`config.mk`:
```
export PLATFORM = sky130hd
export DESIGN_NAME = ascii_telegram_receive_checker_unit_flat
export DESIGN_NICKNAME = d
export VERILOG_FILES = /design/src/hdl/artc_pkg.sv /design/src/hdl/artc_if.sv /design/src/hdl/artc_in_stage.sv /design/src/hdl/artc_core.sv /design/src/hdl/artc_out_stage.sv /design/src/hdl/ascii_telegram_receive_checker_unit.sv /design/src/flat_wrapper.sv
export SDC_FILE = /design/constraint.sdc
export NUM_CORES = 1
export LEC_CHECK = 0
export BUFFER_PORTS_ARGS = -buffer_cell sky130_fd_sc_hd__clkbuf_2
export CORE_ASPECT_RATIO = 1.4
export CORE_UTILIZATION = 59
export DETAILED_ROUTE_END_ITERATION = 6
export GPL_TIMING_DRIVEN = 0
export PLACE_DENSITY = 0.83
export SKIP_CTS_REPAIR_TIMING = 1
export SLEW_MARGIN = 0
export SYNTH_ARGS = -nofsm -noshare
export SYNTH_HDL_FRONTEND = slang
export SYNTH_SLANG_ARGS = --single-unit
```
`constraint.sdc`:
```
create_clock -name clk -period 5.3 [get_ports clk]
set_input_delay 1.06 -clock clk [delete_from_list [all_inputs] [get_ports clk]]
set_output_delay 1.06 -clock clk [all_outputs]
set_load 0.05 [all_outputs]
```
`src/hdl/artc_pkg.sv`:
```
// Shared constants, types and helper functions of the telegram receive checker.
`timescale 1ns / 1ps

package artc_pkg;

  // Frame layout.
  localparam int MAX_DATA_CHARS = 6;
  localparam int FIELD_BYTES    = 6;
  localparam int HDR_LEN        = 10;
  localparam int CHK_DIGITS     = 3;
  localparam int FRAME_LIMIT    = HDR_LEN + MAX_DATA_CHARS + CHK_DIGITS;
  localparam int IDX_W          = 5;
  localparam int DATA_W         = 8 * FIELD_BYTES;

  // Character codes.
  localparam logic [7:0] CR_CHAR    = 8'd13;
  localparam logic [7:0] DIGIT_ZERO = 8'd48;
  localparam logic [7:0] DIGIT_NINE = 8'd57;

  // Field positions inside the header.
  localparam logic [IDX_W-1:0] ACTION_POS = IDX_W'(3);
  localparam logic [IDX_W-1:0] PARAM_POS  = IDX_W'(5);
  localparam logic [IDX_W-1:0] LENGTH_POS = IDX_W'(8);

  // Result status codes.
  typedef enum logic [1:0] {
    ST_OK       = 2'd0,
    ST_CHECKSUM = 2'd1,
    ST_LENGTH   = 2'd2,
    ST_DIGIT    = 2'd3
  } status_t;

  // One decoded telegram.
  typedef struct packed {
    logic              frame_ok;
    status_t           status;
    logic [9:0]        address;
    logic [6:0]        action;
    logic [9:0]        parameter_res;
    logic [6:0]        data_length;
    logic [DATA_W-1:0] data_chars;
    logic [9:0]        checksum_received;
    logic [7:0]        checksum_computed;
  } result_t;

  // True when the character is an ASCII decimal digit.
  function automatic logic is_digit(input logic [7:0] ch);
    return (ch >= DIGIT_ZERO) && (ch <= DIGIT_NINE);
  endfunction

  // Shifts one decimal digit into a 10-bit accumulator; a non-digit counts as zero.
  function automatic logic [9:0] shift_digit(input logic [9:0] acc, input logic [7:0] ch);
    logic [9:0] dval;
    dval = is_digit(ch) ? {2'b00, ch - DIGIT_ZERO} : 10'd0;
    return (acc << 3) + (acc << 1) + dval;
  endfunction

endpackage

```
`src/hdl/artc_if.sv`:
```
// Valid/ready channel interfaces for received bytes and decoded telegrams.
`timescale 1ns / 1ps

interface artc_in_if;
  logic       valid;
  logic       ready;
  logic [7:0] rx_byte;

  modport source (output valid, output rx_byte, input ready);
  modport sink   (input valid, input rx_byte, output ready);
endinterface

interface artc_out_if;
  logic        valid;
  logic        ready;
  logic        frame_ok;
  logic [1:0]  status;
  logic [9:0]  address;
  logic [6:0]  action;
  logic [9:0]  parameter_res;
  logic [6:0]  data_length;
  logic [47:0] data_chars;
  logic [9:0]  checksum_received;
  logic [7:0]  checksum_computed;

  modport source (output valid, output frame_ok, output status, output address,
                  output action, output parameter_res, output data_length,
                  output data_chars, output checksum_received,
                  output checksum_computed, input ready);
  modport sink   (input valid, input frame_ok, input status, input address,
                  input action, input parameter_res, input data_length,
                  input data_chars, input checksum_received,
                  input checksum_computed, output ready);
endinterface

```
`src/hdl/artc_in_stage.sv`:
```
// Input register that holds one received byte until the decoder takes it.
`timescale 1ns / 1ps

module artc_in_stage (
  input  logic       clk,
  input  logic       rst_n,
  input  logic       in_valid,
  output logic       in_ready,
  input  logic [7:0] in_byte,
  input  logic       take,
  output logic       byte_vld,
  output logic [7:0] byte_val
);

  logic       vld_r;
  logic       vld_nxt;
  logic [7:0] byte_r;

  // The register is free when empty or when its byte is taken this cycle.
  assign in_ready = !vld_r || take;
  assign vld_nxt  = in_valid || (vld_r && !take);

  always_ff @(posedge clk) begin
    if (!rst_n) begin
      vld_r <= 1'b0;
    end else begin
      vld_r <= vld_nxt;
    end
  end

  // Payload loads on every input transfer.
  always_ff @(posedge clk) begin
    if (in_valid && in_ready) begin
      byte_r <= in_byte;
    end
  end

  assign byte_vld = vld_r;
  assign byte_val = byte_r;

endmodule

```
`src/hdl/artc_core.sv`:
```
// Per-byte telegram decoder: byte index, running sum and field accumulators.
`timescale 1ns / 1ps

module artc_core (
  input  logic             clk,
  input  logic             rst_n,
  input  logic             byte_vld,
  input  logic [7:0]       byte_val,
  input  logic             out_free,
  output logic             take,
  output logic             res_load,
  output artc_pkg::result_t res
);
  import artc_pkg::*;

  logic [IDX_W-1:0]  idx_r,    idx_nxt;
  logic [7:0]        sum_r,    sum_nxt;
  logic [9:0]        addr_r,   addr_nxt;
  logic [6:0]        act_r,    act_nxt;
  logic [9:0]        param_r,  param_nxt;
  logic [6:0]        len_r,    len_nxt;
  logic [DATA_W-1:0] data_r,   data_nxt;
  logic [9:0]        chk_r,    chk_nxt;
  logic              derr_r,   derr_nxt;
  logic              ovr_r,    ovr_nxt;

  logic              is_cr;
  logic [IDX_W-1:0]  dpos;
  logic [7:0]        frame_len;
  status_t           st;

  // A CR needs room in the result register; other bytes always go through.
  assign is_cr    = (byte_val == CR_CHAR);
  assign take     = byte_vld && (!is_cr || out_free);
  assign res_load = take && is_cr;
  assign dpos     = idx_r - IDX_W'(HDR_LEN);
  assign frame_len = {1'b0, len_r} + 8'(HDR_LEN + CHK_DIGITS);

  // Next state for one received byte.
  always_comb begin
    idx_nxt   = idx_r;
    sum_nxt   = sum_r;
    addr_nxt  = addr_r;
    act_nxt   = act_r;
    param_nxt = param_r;
    len_nxt   = len_r;
    data_nxt  = data_r;
    chk_nxt   = chk_r;
    derr_nxt  = derr_r;
    ovr_nxt   = ovr_r;
    if (is_cr) begin
      idx_nxt   = '0;
      sum_nxt   = '0;
      addr_nxt  = '0;
      act_nxt   = '0;
      param_nxt = '0;
      len_nxt   = '0;
      data_nxt  = '0;
      chk_nxt   = '0;
      derr_nxt  = 1'b0;
      ovr_nxt   = 1'b0;
    end else if (idx_r >= IDX_W'(FRAME_LIMIT)) begin
      ovr_nxt = 1'b1;
    end else begin
      idx_nxt = idx_r + IDX_W'(1);
      if (idx_r < IDX_W'(HDR_LEN)) begin
        // Header digits are summed and decoded.
        sum_nxt = sum_r + byte_val;
        if (!is_digit(byte_val)) begin
          derr_nxt = 1'b1;
        end
        if (idx_r < ACTION_POS) begin
          addr_nxt = shift_digit(addr_r, byte_val);
        end else if (idx_r < PARAM_POS) begin
          act_nxt = 7'(shift_digit({3'b000, act_r}, byte_val));
        end else if (idx_r < LENGTH_POS) begin
          param_nxt = shift_digit(param_r, byte_val);
        end else begin
          len_nxt = 7'(shift_digit({3'b000, len_r}, byte_val));
        end
      end else if ({2'b00, dpos} < len_r) begin
        // Data characters are summed; the first ones are kept.
        sum_nxt = sum_r + byte_val;
        for (int j = 0; j < FIELD_BYTES; j++) begin
          if ((j < MAX_DATA_CHARS) && (dpos == IDX_W'(j))) begin
            data_nxt[8*(FIELD_BYTES-1-j) +: 8] = data_r[8*(FIELD_BYTES-1-j) +: 8] | byte_val;
          end
        end
      end else if ({3'b000, dpos} < ({1'b0, len_r} + 8'(CHK_DIGITS))) begin
        // Checksum digits.
        if (!is_digit(byte_val)) begin
          derr_nxt = 1'b1;
        end
        chk_nxt = shift_digit(chk_r, byte_val);
      end
    end
  end

  // Decoder state registers.
  always_ff @(posedge clk) begin
    if (!rst_n) begin
      idx_r   <= '0;
      sum_r   <= '0;
      addr_r  <= '0;
      act_r   <= '0;
      param_r <= '0;
      len_r   <= '0;
      data_r  <= '0;
      chk_r   <= '0;
      derr_r  <= 1'b0;
      ovr_r   <= 1'b0;
    end else if (take) begin
      idx_r   <= idx_nxt;
      sum_r   <= sum_nxt;
      addr_r  <= addr_nxt;
      act_r   <= act_nxt;
      param_r <= param_nxt;
      len_r   <= len_nxt;
      data_r  <= data_nxt;
      chk_r   <= chk_nxt;
      derr_r  <= derr_nxt;
      ovr_r   <= ovr_nxt;
    end
  end

  // Status on CR: length or overrun first, then digit errors, then the checksum.
  always_comb begin
    if (ovr_r || (len_r > 7'(MAX_DATA_CHARS)) || ({3'b000, idx_r} != frame_len)) begin
      st = ST_LENGTH;
    end else if (derr_r) begin
      st = ST_DIGIT;
    end else if (chk_r != {2'b00, sum_r}) begin
      st = ST_CHECKSUM;
    end else begin
      st = ST_OK;
    end
  end

  always_comb begin
    res.frame_ok          = (st == ST_OK);
    res.status            = st;
    res.address           = addr_r;
    res.action            = act_r;
    res.parameter_res     = param_r;
    res.data_length       = len_r;
    res.data_chars        = data_r;
    res.checksum_received = chk_r;
    res.checksum_computed = sum_r;
  end

  // The index never passes the largest frame.
  a_idx_bound: assert property (@(posedge clk) disable iff (!rst_n)
    idx_r <= IDX_W'(FRAME_LIMIT))
    else $error("byte index beyond largest frame");

  // A CR transfer starts the next telegram from a clean state.
  a_cr_clears: assert property (@(posedge clk) disable iff (!rst_n)
    res_load |=> (idx_r == '0) && (sum_r == '0) && !derr_r && !ovr_r)
    else $error("state not cleared after CR");

  // A result is only produced when the result register can take it.
  a_load_room: assert property (@(posedge clk) disable iff (!rst_n)
    res_load |-> out_free)
    else $error("result produced while result register is blocked");

  // Once overrun is seen the index stays at the limit until CR.
  a_ovr_idx: assert property (@(posedge clk) disable iff (!rst_n)
    ovr_r |-> (idx_r == IDX_W'(FRAME_LIMIT)))
    else $error("overrun flag without full frame");

endmodule

```
`src/hdl/artc_out_stage.sv`:
```
// Result register that holds one decoded telegram until it is transferred.
`timescale 1ns / 1ps

module artc_out_stage (
  input  logic              clk,
  input  logic              rst_n,
  input  logic              res_load,
  input  artc_pkg::result_t res,
  output logic              out_free,
  output logic              out_valid,
  input  logic              out_ready,
  output artc_pkg::result_t out_res
);
  import artc_pkg::*;

  logic    vld_r;
  logic    vld_nxt;
  result_t res_r;

  // Free when empty or when the held result is transferred this cycle.
  assign out_free = !vld_r || out_ready;
  assign vld_nxt  = res_load || (vld_r && !out_ready);

  always_ff @(posedge clk) begin
    if (!rst_n) begin
      vld_r <= 1'b0;
    end else begin
      vld_r <= vld_nxt;
    end
  end

  always_ff @(posedge clk) begin
    if (res_load) begin
      res_r <= res;
    end
  end

  assign out_valid = vld_r;
  assign out_res   = res_r;

endmodule

```
`src/hdl/ascii_telegram_receive_checker_unit.sv`:
```
// Top level of the ASCII telegram receive checker.
`timescale 1ns / 1ps

// Takes one received character per cycle and checks ASCII telegrams of the form
// address(3) action(2) parameter(3) length(2) data(length) checksum(3) CR. Each
// byte goes through an input register, the decoder updates its field
// accumulators and modulo-256 sum, and on CR the decoded telegram is loaded
// into the result register when the decoder takes the CR from the input
// register, so each result passes both registers before it is shown. Throughput
// is one byte per cycle; only a CR waits, and only while the result register
// still holds an earlier telegram that has not been transferred out. Bytes
// other than CR produce no result.
module ascii_telegram_receive_checker_unit (
  input  logic              clk,
  input  logic              rst_n,
  artc_in_if.sink           in_ch,
  artc_out_if.source        out_ch
);
  import artc_pkg::*;

  logic    byte_vld;
  logic    [7:0] byte_val;
  logic    take;
  logic    res_load;
  logic    out_free;
  result_t res;
  result_t out_res;
  logic    out_vld;

  artc_in_stage u_in_stage (
    .clk      (clk),
    .rst_n    (rst_n),
    .in_valid (in_ch.valid),
    .in_ready (in_ch.ready),
    .in_byte  (in_ch.rx_byte),
    .take     (take),
    .byte_vld (byte_vld),
    .byte_val (byte_val)
  );

  artc_core u_core (
    .clk      (clk),
    .rst_n    (rst_n),
    .byte_vld (byte_vld),
    .byte_val (byte_val),
    .out_free (out_free),
    .take     (take),
    .res_load (res_load),
    .res      (res)
  );

  artc_out_stage u_out_stage (
    .clk       (clk),
    .rst_n     (rst_n),
    .res_load  (res_load),
    .res       (res),
    .out_free  (out_free),
    .out_valid (out_vld),
    .out_ready (out_ch.ready),
    .out_res   (out_res)
  );

  // Result fields onto the output channel.
  assign out_ch.valid             = out_vld;
  assign out_ch.frame_ok          = out_res.frame_ok;
  assign out_ch.status            = out_res.status;
  assign out_ch.address           = out_res.address;
  assign out_ch.action            = out_res.action;
  assign out_ch.parameter_res     = out_res.parameter_res;
  assign out_ch.data_length       = out_res.data_length;
  assign out_ch.data_chars        = out_res.data_chars;
  assign out_ch.checksum_received = out_res.checksum_received;
  assign out_ch.checksum_computed = out_res.checksum_computed;

endmodule
```
`src/flat_wrapper.sv`:
```
// flat-port wrapper written by rule: the top's interface ports become plain ports
module ascii_telegram_receive_checker_unit_flat import artc_pkg::*;
  (clk, rst_n, in_ch_valid, in_ch_rx_byte, in_ch_ready, out_ch_valid, out_ch_frame_ok, out_ch_status, out_ch_address, out_ch_action, out_ch_parameter_res, out_ch_data_length, out_ch_data_chars, out_ch_checksum_received, out_ch_checksum_computed, out_ch_ready);
  artc_in_if in_ch_i ();
  artc_out_if out_ch_i ();
  input  logic clk;
  input  logic rst_n;
  input wire logic [$bits(in_ch_i.valid)-1:0] in_ch_valid;
  input wire logic [$bits(in_ch_i.rx_byte)-1:0] in_ch_rx_byte;
  output wire logic [$bits(in_ch_i.ready)-1:0] in_ch_ready;
  output wire logic [$bits(out_ch_i.valid)-1:0] out_ch_valid;
  output wire logic [$bits(out_ch_i.frame_ok)-1:0] out_ch_frame_ok;
  output wire logic [$bits(out_ch_i.status)-1:0] out_ch_status;
  output wire logic [$bits(out_ch_i.address)-1:0] out_ch_address;
  output wire logic [$bits(out_ch_i.action)-1:0] out_ch_action;
  output wire logic [$bits(out_ch_i.parameter_res)-1:0] out_ch_parameter_res;
  output wire logic [$bits(out_ch_i.data_length)-1:0] out_ch_data_length;
  output wire logic [$bits(out_ch_i.data_chars)-1:0] out_ch_data_chars;
  output wire logic [$bits(out_ch_i.checksum_received)-1:0] out_ch_checksum_received;
  output wire logic [$bits(out_ch_i.checksum_computed)-1:0] out_ch_checksum_computed;
  input wire logic [$bits(out_ch_i.ready)-1:0] out_ch_ready;
  assign in_ch_i.valid = in_ch_valid;
  assign in_ch_i.rx_byte = in_ch_rx_byte;
  assign in_ch_ready = in_ch_i.ready;
  assign out_ch_valid = out_ch_i.valid;
  assign out_ch_frame_ok = out_ch_i.frame_ok;
  assign out_ch_status = out_ch_i.status;
  assign out_ch_address = out_ch_i.address;
  assign out_ch_action = out_ch_i.action;
  assign out_ch_parameter_res = out_ch_i.parameter_res;
  assign out_ch_data_length = out_ch_i.data_length;
  assign out_ch_data_chars = out_ch_i.data_chars;
  assign out_ch_checksum_received = out_ch_i.checksum_received;
  assign out_ch_checksum_computed = out_ch_i.checksum_computed;
  assign out_ch_i.ready = out_ch_ready;
  ascii_telegram_receive_checker_unit u_core (.clk(clk), .rst_n(rst_n), .in_ch(in_ch_i), .out_ch(out_ch_i));
endmodule
```
## Word level (Yosys, flattened, before mapping)

Index checks and enable logic that the tools add are counted.

| storage, ports and cells | value |
|---|---|
| output and inout bits | 105 |
| flip-flop bits (word level) | 220 |

| operators by class | value |
|---|---|
| reductions and logical operators | 50 |
| add/subtract/negate cells | 16 |
| mux-type cells | 54 |
| $lt $le $gt $ge | 10 |
| eq/ne operators | 15 |
| bitwise operators | 6 |

Operators by type and width:

| cell | count |
|---|---|
| 48-bit two-way mux | 4 |
| 10-bit two-way mux | 15 |
| 8-bit two-way mux | 11 |
| 7-bit two-way mux | 11 |
| 8-bit OR | 6 |
| 5-bit AND reduction | 8 |
| 10-bit adder | 3 |
| 10-bit by 8-bit adder with 10-bit output | 3 |
| 7-bit adder | 4 |
| 2-bit nonzero test | 13 |
| 2-bit inequality test (second input constant) | 6 |
| 6-bit AND reduction | 2 |
| 5-bit by 2-bit equality test with 1-bit output (second input constant) | 2 |
| 5-bit by 3-bit equality test with 1-bit output (second input constant) | 2 |
| 5-bit by 4-bit < comparator with 1-bit output (second input constant) | 2 |
| 5-bit two-way mux | 2 |
| 10-bit by 8-bit inequality test with 1-bit output | 1 |
| 1-bit two-way mux | 9 |
| 7-bit by 2-bit adder with 8-bit output (second input constant) | 1 |
| 7-bit by 4-bit adder with 8-bit output (second input constant) | 1 |
| 8-bit adder | 1 |
| 8-bit by 4-bit equality test with 1-bit output (second input constant) | 1 |
| 8-bit by 6-bit greater-or-equal comparator with 1-bit output (second input constant) | 1 |
| 8-bit by 6-bit less-or-equal comparator with 1-bit output (second input constant) | 1 |
| 22 further kinds | 41 |

## Longest topological paths before layout

Gate-level depths: netlist of the first run.

| depth | value |
|---|---|
| word-level depth | 10 |
| mapped depth | 15 |

## By module

Synthesis of the first run repeated with hierarchy kept, for this count alone.

| second synthesis, totals | value |
|---|---|
| cells, all modules | 899 |
| area total of the unflattened synthesis | 10,243.6 µm² |

By module, submodules not included:

| module | times used | seq. area each (µm²) | cells each | area an instance (µm²) |
|---|---|---|---|---|
| artc_core | 1 | 2,142.1 | 779 | 6,804.0 |
| artc_out_stage | 1 | 3,113.0 | 107 | 3,141.8 |
| artc_in_stage | 1 | 260.2 | 13 | 297.8 |

## Least setup slack after synthesis of the first run

OpenSTA, ideal clock, no wires.

| timing | value |
|---|---|
| path kind | input to register |
| from | in out_ch_ready |
| to | reg u_core.u_core.data_r[16] |
| setup slack | 1.177 ns |
| required time | 5.226 ns |
| path buffers | 1 |
| library setup time | 0.074 ns |
| cell stages on the path | 7 |
| arrival | 4.049 ns |
| cells stage by stage | nand2b_1 nand3_1 inv_1 a21oi_2 or2_0 clkbuf_1 o21ai_0 |

| on the way | value |
|---|---|
| cells in the longest elaborated chain, start to end | 4 |

Ends and longest elaborated chain:

| what | line | RTL |
|---|---|---|
| start, declared | flat_wrapper.sv:21 | `input wire logic [$bits(out_ch_i.ready)-1:0] out_ch_ready;` |
| 1-bit logical OR | artc_out_stage.sv:21 | `assign out_free = !vld_r \|\| out_ready;` |
| 1-bit logical OR | artc_core.sv:34 | `assign take = byte_vld && (!is_cr \|\| out_free);` |
| 1-bit logical AND | artc_core.sv:34 |  |
| 5-bit AND reduction (no source line) | -- |  |
| end signal, assigned | artc_core.sv:119 | `data_r <= data_nxt;` |
| end, declared | artc_core.sv:22 | `logic [DATA_W-1:0] data_r, data_nxt;` |

No other way between the ends.
A chain may end at the register's enable or synchronous reset.

## Worst setup path after layout of the first run

| timing | value |
|---|---|
| from | reg u_core.u_in_stage.byte_r[1], in the netlist u_core.u_in_stage.byte_val[1] |
| to | reg u_core.u_core.addr_r[9] |

| on the way | value |
|---|---|
| cells in the longest elaborated chain, start to end | 8 |
| elaborated cells on any way between the ends | 18 |
| classes of those cells | add/sub: 2; order compare: 2; eq/ne: 2; mux: 5; reduce/logical: 7 |

Ends and longest elaborated chain:

| what | line | RTL |
|---|---|---|
| start, declared | artc_in_stage.sv:17 | `logic [7:0] byte_r;` |
| start signal, assigned | artc_in_stage.sv:34 | `byte_r <= in_byte;` |
| 8-bit by 6-bit greater-or-equal comparator with 1-bit output / 8-bit by 6-bit less-or-equal comparator with 1-bit output (equally long branches) | artc_pkg.sv:48 | `return (ch >= DIGIT_ZERO) && (ch <= DIGIT_NINE);` |
| 1-bit logical AND | artc_pkg.sv:48 |  |
| 8-bit two-way mux | artc_pkg.sv:54 | `dval = is_digit(ch) ? {2'b00, ch - DIGIT_ZERO} : 10'd0;` |
| 10-bit by 8-bit adder with 10-bit output | artc_pkg.sv:55 | `return (acc << 3) + (acc << 1) + dval;` |
| 10-bit two-way mux | artc_core.sv:72 | `if (idx_r < ACTION_POS) begin` |
| 10-bit two-way mux | artc_core.sv:66 | `if (idx_r < IDX_W'(HDR_LEN)) begin` |
| 10-bit two-way mux | artc_core.sv:62 | `end else if (idx_r >= IDX_W'(FRAME_LIMIT)) begin` |
| 10-bit two-way mux | artc_core.sv:51 | `if (is_cr) begin` |
| end signal, assigned | artc_core.sv:115 | `addr_r <= addr_nxt;` |
| end, declared | artc_core.sv:18 | `logic [9:0] addr_r, addr_nxt;` |

Several ways; a longest one is shown, not always the timed one. The select of a mux whose other input is x is not followed.

==> impl_metrics.env, run 1 <==
export IMPL_cp_common_cell="o21ai_0"
export IMPL_grt_ovfl_total=0
export IMPL_cp_endpoint="u_core.u_core.addr_r[9]"
export IMPL_drc=0
export IMPL_cp_top_family="simple AND/OR/NAND/NOR gates"
export IMPL_tritoncts="yes"
export IMPL_fin_skew_ns=0.01082
export IMPL_clk_pin_slew_ns=0.06
export IMPL_fin_nets=1136
export IMPL_ys_seq_elements=220
export IMPL_fp_dieW_um=113.2
export IMPL_worstSetupStartpointType="flip-flop"
export IMPL_ctsHtreeMaxLevel=1
export IMPL_initial_utilization_pct=60.53
export IMPL_yosysSeqAreaShare_pct=53.96
export IMPL_via_count=7272
export IMPL_grt_setup_unrepaired="false"
export IMPL_netlist_area_leader_share_pct=32.61
export IMPL_synth_edf_count=111
export IMPL_die_area_um2=17860
export IMPL_worstMarginPinSlew_ns=1.300
export IMPL_p_leak_nw=5.047
export IMPL_ioPinCount=117
export IMPL_grt_pass1_vias=7236
export IMPL_fin_crit_sh_pct=77.15
export IMPL_cp_end_kind="flip-flop"
export IMPL_hold_violations=0
export IMPL_ys_warnings_count=0
export IMPL_maxCapViolCount=0
export IMPL_layout_drive_gt1_share_pct=16.73
export IMPL_num_fill_cells=1247
export IMPL_synthArstFlopShare_pct=0
export IMPL_fin_cells=1272
export IMPL_synth_cell_types=57
export IMPL_grt_max_degree=67
export IMPL_synthCells=883
export IMPL_slowest_stage="nor2_1"
export IMPL_grt_pass1_wl_um=35670
export IMPL_viasPerCell=5.717
export IMPL_peakVddDrop_mv=0.2309
export IMPL_r2r_cells=12
export IMPL_area_growth_pct=16.13
export IMPL_wl_per_cell_um=17.62
export IMPL_hold_worst_slack_ns=0.4303
export IMPL_yosys_top_cells_area="edfxtp_1 (33%), dfxtp_1 (21%), ha_1 (11%)"
export IMPL_critical_path_max_stage_delay_ns=1.00
export IMPL_r2r_end="u_core.u_core.addr_r[9]"
export IMPL_ant_nets=0
export IMPL_yosys_area_top_type="edfxtp_1"
export IMPL_fin_total_pwr_mw=3.531
export IMPL_place_congestion=0.9145
export IMPL_ys_flop_type="edfxtp_1"
export IMPL_max_freq_ghz=0.2446
export IMPL_cellPowerDensity_nw_per_um2=297.5
export IMPL_crit_required_ns=5.69
export IMPL_arrival_ns=4.48
export IMPL_placed_area_um2=11130
export IMPL_synthTopCellsByCount="edfxtp_1 (111), dfxtp_1 (109), ha_1 (87)"
export IMPL_coreArea_um2=16890
export IMPL_clockBufferDepth=3
export IMPL_crit_cells=12
export IMPL_numPortBuffers=116
export IMPL_finalWirelength_um=22410
export IMPL_relSlewSlack_pct=13.02
export IMPL_synth_area_um2=10220
export IMPL_fin_tns_setup_ns=0
export IMPL_row_count=56
export IMPL_antenna_found_initial=0
export IMPL_firstDrtPassIters=5
export IMPL_numCtsBuffers=21
export IMPL_setup_viol=0
export IMPL_place_hpwl_um=16110
export IMPL_fin_area_um2=11870
export IMPL_ff2ff_setup_slack_ns=1.21
export IMPL_cts_sinks=220
export IMPL_syn_avg_cell_area_um2=11.58
export IMPL_cts_root_buf="clkbuf_16"
export IMPL_cp_startpoint="u_core.u_in_stage.byte_val[1]"
export IMPL_worstSetupPathType="flip-flop to flip-flop"
export IMPL_dp_cells=1234
export IMPL_clk_insertion_delay_late_ns=0.51
export IMPL_antenna_cells=0
export IMPL_synth_most_common_cell="edfxtp_1"
export IMPL_layout_min_cycle_time_ns=4.089
export IMPL_die_h_um=157.7
export IMPL_critPathMaxFanout=10
export IMPL_slew_violations=0
export IMPL_reg2reg_from="u_core.u_in_stage.byte_val[1]"
export IMPL_path_cells="o21ai_0 > nand3_1 > nor2_1 > xor2_1 > ha_1 > ha_1 > inv_1 > o21ai_0 > a2111oi_0 > nor3_1 > xnor2_1 > o21ai_0"
export IMPL_crit_buf_inv=1
export IMPL_track_usage_pct=25.62
export IMPL_status="complete, no violations"
export IMPL_hold_class="flip-flop to flip-flop"
export IMPL_drtIter0Drc=461
[report_power, final]
part / switching, mW / leakage, nW / internal, mW
Combinational: 0.0962 / 2.79 / 0.0604
Sequential: 0.0220 / 1.90 / 1.79
Clock: 0.635 / 0.355 / 0.931
[worst reg2reg max path, cell delays in order, from the launching register on]
cell and delay [ns]:
edfxtp_1 0.52, o21ai_0 0.30, nand3_1 0.18, nor2_1 1.00, xor2_1 0.15, ha_1 0.34
ha_1 0.34, inv_1 0.08, o21ai_0 0.13, a2111oi_0 0.53, nor3_1 0.15, xnor2_1 0.17
o21ai_0 0.09
[kinds of logic (layout without fill, tap and decap cells)]
| logic type | after synthesis | count (layout) | share of synthesized area, % |
|---|---|---|---|
| buffers and inverters | 56 | 211 | 2.228 |
| xor gates and xnor gates | 72 | 72 | 6.170 |
| DFF | 220 | 220 | 53.96 |
| muxes | 4 | 4 | 0.3917 |
| and+or+nand+nor | 230 | 230 | 11.26 |
| AOI/OAI and AO/OA | 201 | 201 | 12.95 |
| adders and majority gates | 99 | 99 | 13.00 |
| other | 1 | 3 | 0.03669 |
[final cells by class]
type | instances | area (um^2) | share of cell area (%)
tap | 232 | 290.3 | 2.445
buffer | 34 | 145.1 | 1.223
clock buffer | 30 | 665.6 | 5.608
timing repair buffer | 117 | 608.1 | 5.123
inverter | 22 | 85.08 | 0.7168
sequential | 220 | 5515 | 46.46
multi-input combinational | 609 | 4486 | 37.79
clock inverter | 8 | 75.07 | 0.6324
[sequential cells by signal, summed over array words and instances, names as in the netlist]
signal / flops
u_core.u_core.chk_r: 10
u_core.u_in_stage.byte_vld: 1
u_core.u_core.idx_r: 5
u_core.u_core.sum_r: 8
u_core.u_core.act_r: 7
u_core.u_core.ovr_r: 1
u_core.u_core.len_r: 7
u_core.u_core.param_r: 10
u_core.u_out_stage.out_res: 103
u_core.u_out_stage.out_valid: 1
u_core.u_in_stage.byte_val: 8
u_core.u_core.addr_r: 10
u_core.u_core.derr_r: 1
u_core.u_core.data_r: 48
[metal layers]
metal / GRT usage, % / up-vias / wire [um]
li1: - / 3467 / -
met1: 28.32 / 3501 / 8769
met2: 47.74 / 241 / 11480
met3: 3.637 / 63 / 1155
met4: 12.97 / 0 / 1012
met5: 0 / - / 0
[placed cells by master, fill, tap and decap left out, types with 5 or more instances in the layout]
cell type and n:
o21ai_0 61, o21bai_1 5, buf_2 11, edfxtp_1 111, fa_1 12, clkbuf_16 26, a31oi_1 6, a22o_1 6
nor2_1 31, xnor2_1 50, o211ai_1 5, ha_1 87, nand2_1 82, a21boi_0 11, and2_1 10, clkbuf_2 116
a21oi_1 28, xor2_1 22, nand3_1 24, nor2b_1 35, nor3_1 9, a22oi_1 19, nand4_1 8, inv_1 21
clkbuf_1 24, dfxtp_1 109, and3_1 8, a21o_1 27, a32oi_1 8
[metrics by stage]
stage          setup WS [ns]  util, %
4_1_cts                1.263    70.29
2_1_floorplan          1.177        -
6_report               1.211    70.29
5_1_grt                1.019    70.29
3_3_place_gp         0.02897    65.73
3_5_place_dp           1.374    65.91
[how the worst min path moves through the flow]
| stage | startpoint | end | slack [ns] | cells past startpoint |
|---|---|---|---|---|
| 2_1_floorplan | u_core.u_core.act_r[6] | u_core.u_out_stage.out_res[89] | 0.41 | 0 |
| 3_3_place_gp | u_core.u_core.data_r[16] | u_core.u_out_stage.out_res[34] | 0.41 | 0 |
| 3_5_place_dp | u_core.u_core.data_r[32] | u_core.u_out_stage.out_res[50] | 0.42 | 0 |
| 4_1_cts | u_core.u_core.data_r[16] | u_core.u_out_stage.out_res[34] | 0.43 | 0 |
| 5_1_grt | u_core.u_core.data_r[29] | u_core.u_out_stage.out_res[47] | 0.44 | 0 |
| 6_report | u_core.u_core.data_r[29] | u_core.u_out_stage.out_res[47] | 0.43 | 0 |
(Power assumes the default switching activity.)
==> run 2, diff against run 1 <==
==> constraint.sdc (replaced) <==
create_clock -name clk -period 4.1 [get_ports clk]
set_input_delay 0.82 -clock clk [delete_from_list [all_inputs] [get_ports clk]]
set_output_delay 0.82 -clock clk [all_outputs]
set_load 0.05 [all_outputs]
==> impl_metrics.env, run 2 (same netlist as run 1, synthesis figures left out) <==
export IMPL_status="complete, no violations"
export IMPL_grt_ovfl_total=0
export IMPL_fin_nets=1136
export IMPL_worstMarginPinSlew_ns=0.9415
export IMPL_fin_skew_ns=0.009422
export IMPL_maxCapViolCount=0
export IMPL_critical_path_max_stage_delay_ns=0.53
export IMPL_wl_per_cell_um=17.62
export IMPL_crit_buf_inv=1
export IMPL_numCtsBuffers=21
export IMPL_arrival_ns=4.25
export IMPL_clockBufferDepth=3
export IMPL_cts_sinks=220
export IMPL_hold_worst_slack_ns=0.4298
export IMPL_crit_required_ns=4.49
export IMPL_numPortBuffers=116
export IMPL_viasPerCell=5.725
export IMPL_area_growth_pct=16.16
export IMPL_grt_pass1_vias=7236
export IMPL_track_usage_pct=25.62
export IMPL_cp_common_cell="o21ai_0"
export IMPL_setup_viol=0
export IMPL_fin_crit_sh_pct=94.19
export IMPL_drc=0
export IMPL_relSlewSlack_pct=36.94
export IMPL_ff2ff_setup_slack_ns=0.24
export IMPL_cts_root_buf="clkbuf_16"
export IMPL_reg2reg_from="u_core.u_in_stage.byte_val[1]"
export IMPL_place_congestion=0.9145
export IMPL_drtIter0Drc=491
export IMPL_whs_path_depth=0
export IMPL_via_count=7282
export IMPL_cp_end_kind="flip-flop"
export IMPL_slew_violations=0
export IMPL_path_cells="o21ai_0 > and3_1 > clkbuf_1 > nand2_1 > xnor2_1 > ha_1 > ha_1 > a21oi_1 > o21ai_0 > a2111oi_0 > nor3_1 > xnor2_1 > o21ai_0"
export IMPL_hold_violations=0
export IMPL_antenna_found_initial=0
export IMPL_worstSetupPathType="flip-flop to flip-flop"
export IMPL_die_h_um=157.7
export IMPL_tritoncts="yes"
export IMPL_grt_setup_unrepaired="false"
export IMPL_largest_register_ffs=103
export IMPL_layout_common_cells="clkbuf_2 (116), edfxtp_1 (111), dfxtp_1 (109)"
export IMPL_holdCritStartpoint="u_core.u_core.data_r[29]"
export IMPL_finalWirelength_um=22420
export IMPL_dpl_worst_slack_ns=0.1736
export IMPL_layout_min_cycle_time_ns=3.862
export IMPL_worst_slack_ns=0.2382
export IMPL_max_freq_ghz=0.2589
export IMPL_r2r_cells=13
export IMPL_worstSetupStartpointType="flip-flop"
export IMPL_place_hpwl_um=16110
export IMPL_die_area_um2=17860
export IMPL_whs_endpoint="u_core.u_out_stage.out_res[47]"
export IMPL_p_leak_nw=5.047
export IMPL_cellPowerDensity_nw_per_um2=384.3
export IMPL_ctsHtreeMaxLevel=1
export IMPL_layout_cells_most_common="clkbuf_2"
export IMPL_r2r_end="u_core.u_core.addr_r[9]"
export IMPL_num_fill_cells=1245
export IMPL_fin_total_pwr_mw=4.562
export IMPL_critPathMaxFanout=8
export IMPL_placed_area_um2=11130
export IMPL_slowest_stage="edfxtp_1"
export IMPL_row_count=56
export IMPL_coreArea_um2=16890
export IMPL_ant_nets=0
export IMPL_cp_top_family="compound AO/OA/AOI/OAI gates"
export IMPL_dp_cells=1234
export IMPL_layout_drive_gt1_share_pct=16.83
export IMPL_fp_dieW_um=113.2
export IMPL_grt_max_degree=67
export IMPL_grt_pass1_wl_um=35670
export IMPL_fin_area_um2=11870
export IMPL_fin_cells=1272
export IMPL_hold_class="flip-flop to flip-flop"
export IMPL_antenna_cells=0
export IMPL_clk_insertion_delay_late_ns=0.50
export IMPL_clk_pin_slew_ns=0.06
export IMPL_initial_utilization_pct=60.53
export IMPL_firstDrtPassIters=5
export IMPL_ioPinCount=117
export IMPL_peakVddDrop_mv=0.2985
## run 2: cell counts in the layout (fill, tap and decap cells not counted)
No cell type changed its count.
## run 2: worst reg2reg max path, stage by stage (launching register included)
cell,delay [ns]
edfxtp_1,0.53
o21ai_0,0.27
and3_1,0.19
clkbuf_1,0.33
nand2_1,0.33
xnor2_1,0.22
ha_1,0.33
ha_1,0.30
a21oi_1,0.17
o21ai_0,0.15
a2111oi_0,0.53
nor3_1,0.15
xnor2_1,0.17
o21ai_0,0.09
## run 2: worst max-delay path by stage
| stage | startpoint | end | slack (ns) | depth (start not counted) |
|---|---|---|---|---|
| 2_1_floorplan | u_core.u_in_stage.byte_val[4] | u_core.u_core.data_r[16] | 0.1 | 10 |
| 3_3_place_gp | u_core.u_in_stage.byte_val[4] | u_core.u_core.data_r[30] | -1.06 | 10 |
| 3_5_place_dp | u_core.u_in_stage.byte_val[1] | u_core.u_core.chk_r[9] | 0.17 | 13 |
| 4_1_cts | u_core.u_in_stage.byte_val[1] | u_core.u_core.addr_r[9] | 0.06 | 12 |
| 5_1_grt | u_core.u_in_stage.byte_val[1] | u_core.u_core.addr_r[9] | 0.007 | 13 |
| 6_report | u_core.u_in_stage.byte_val[1] | u_core.u_core.addr_r[9] | 0.24 | 13 |
## run 2: area by class of cell
| type | instances | area (um^2) | share of cell area (%) |
|---|---|---|---|
| Sequential cell | 220 | 5515 | 46.45 |
| Tap cell | 232 | 290.3 | 2.445 |
| Timing Repair Buffer | 117 | 608.1 | 5.122 |
| Clock inverter | 8 | 75.07 | 0.6323 |
| Multi-Input combinational cell | 609 | 4488 | 37.80 |
| Clock buffer | 30 | 665.6 | 5.607 |
| Buffer | 34 | 145.1 | 1.222 |
| Inverter | 22 | 85.08 | 0.7166 |
## run 2: per-stage QoR
stage	util, %	setup TNS, ns
after floorplan	-	0
after global placement	65.73	-105.77
after detailed placement	65.91	0
after CTS	70.29	0
after global routing	70.31	0
final	70.31	0
## run 2: routing by layer
layer,GRT usage [%],up-vias,part of all wire (%)
li1,-,3470,-
met1,28.32,3516,39
met2,47.74,239,52
met3,3.637,57,4.9
met4,12.97,0,4.2
met5,0,-,0
## run 2: report_power, final
group | switching (mW) | internal, mW | total, mW
clock network | 0.817 | 1.20 | 2.02
registers | 0.0285 | 2.31 | 2.34
logic | 0.125 | 0.0781 | 0.203
total | 0.970 | 3.59 | 4.56
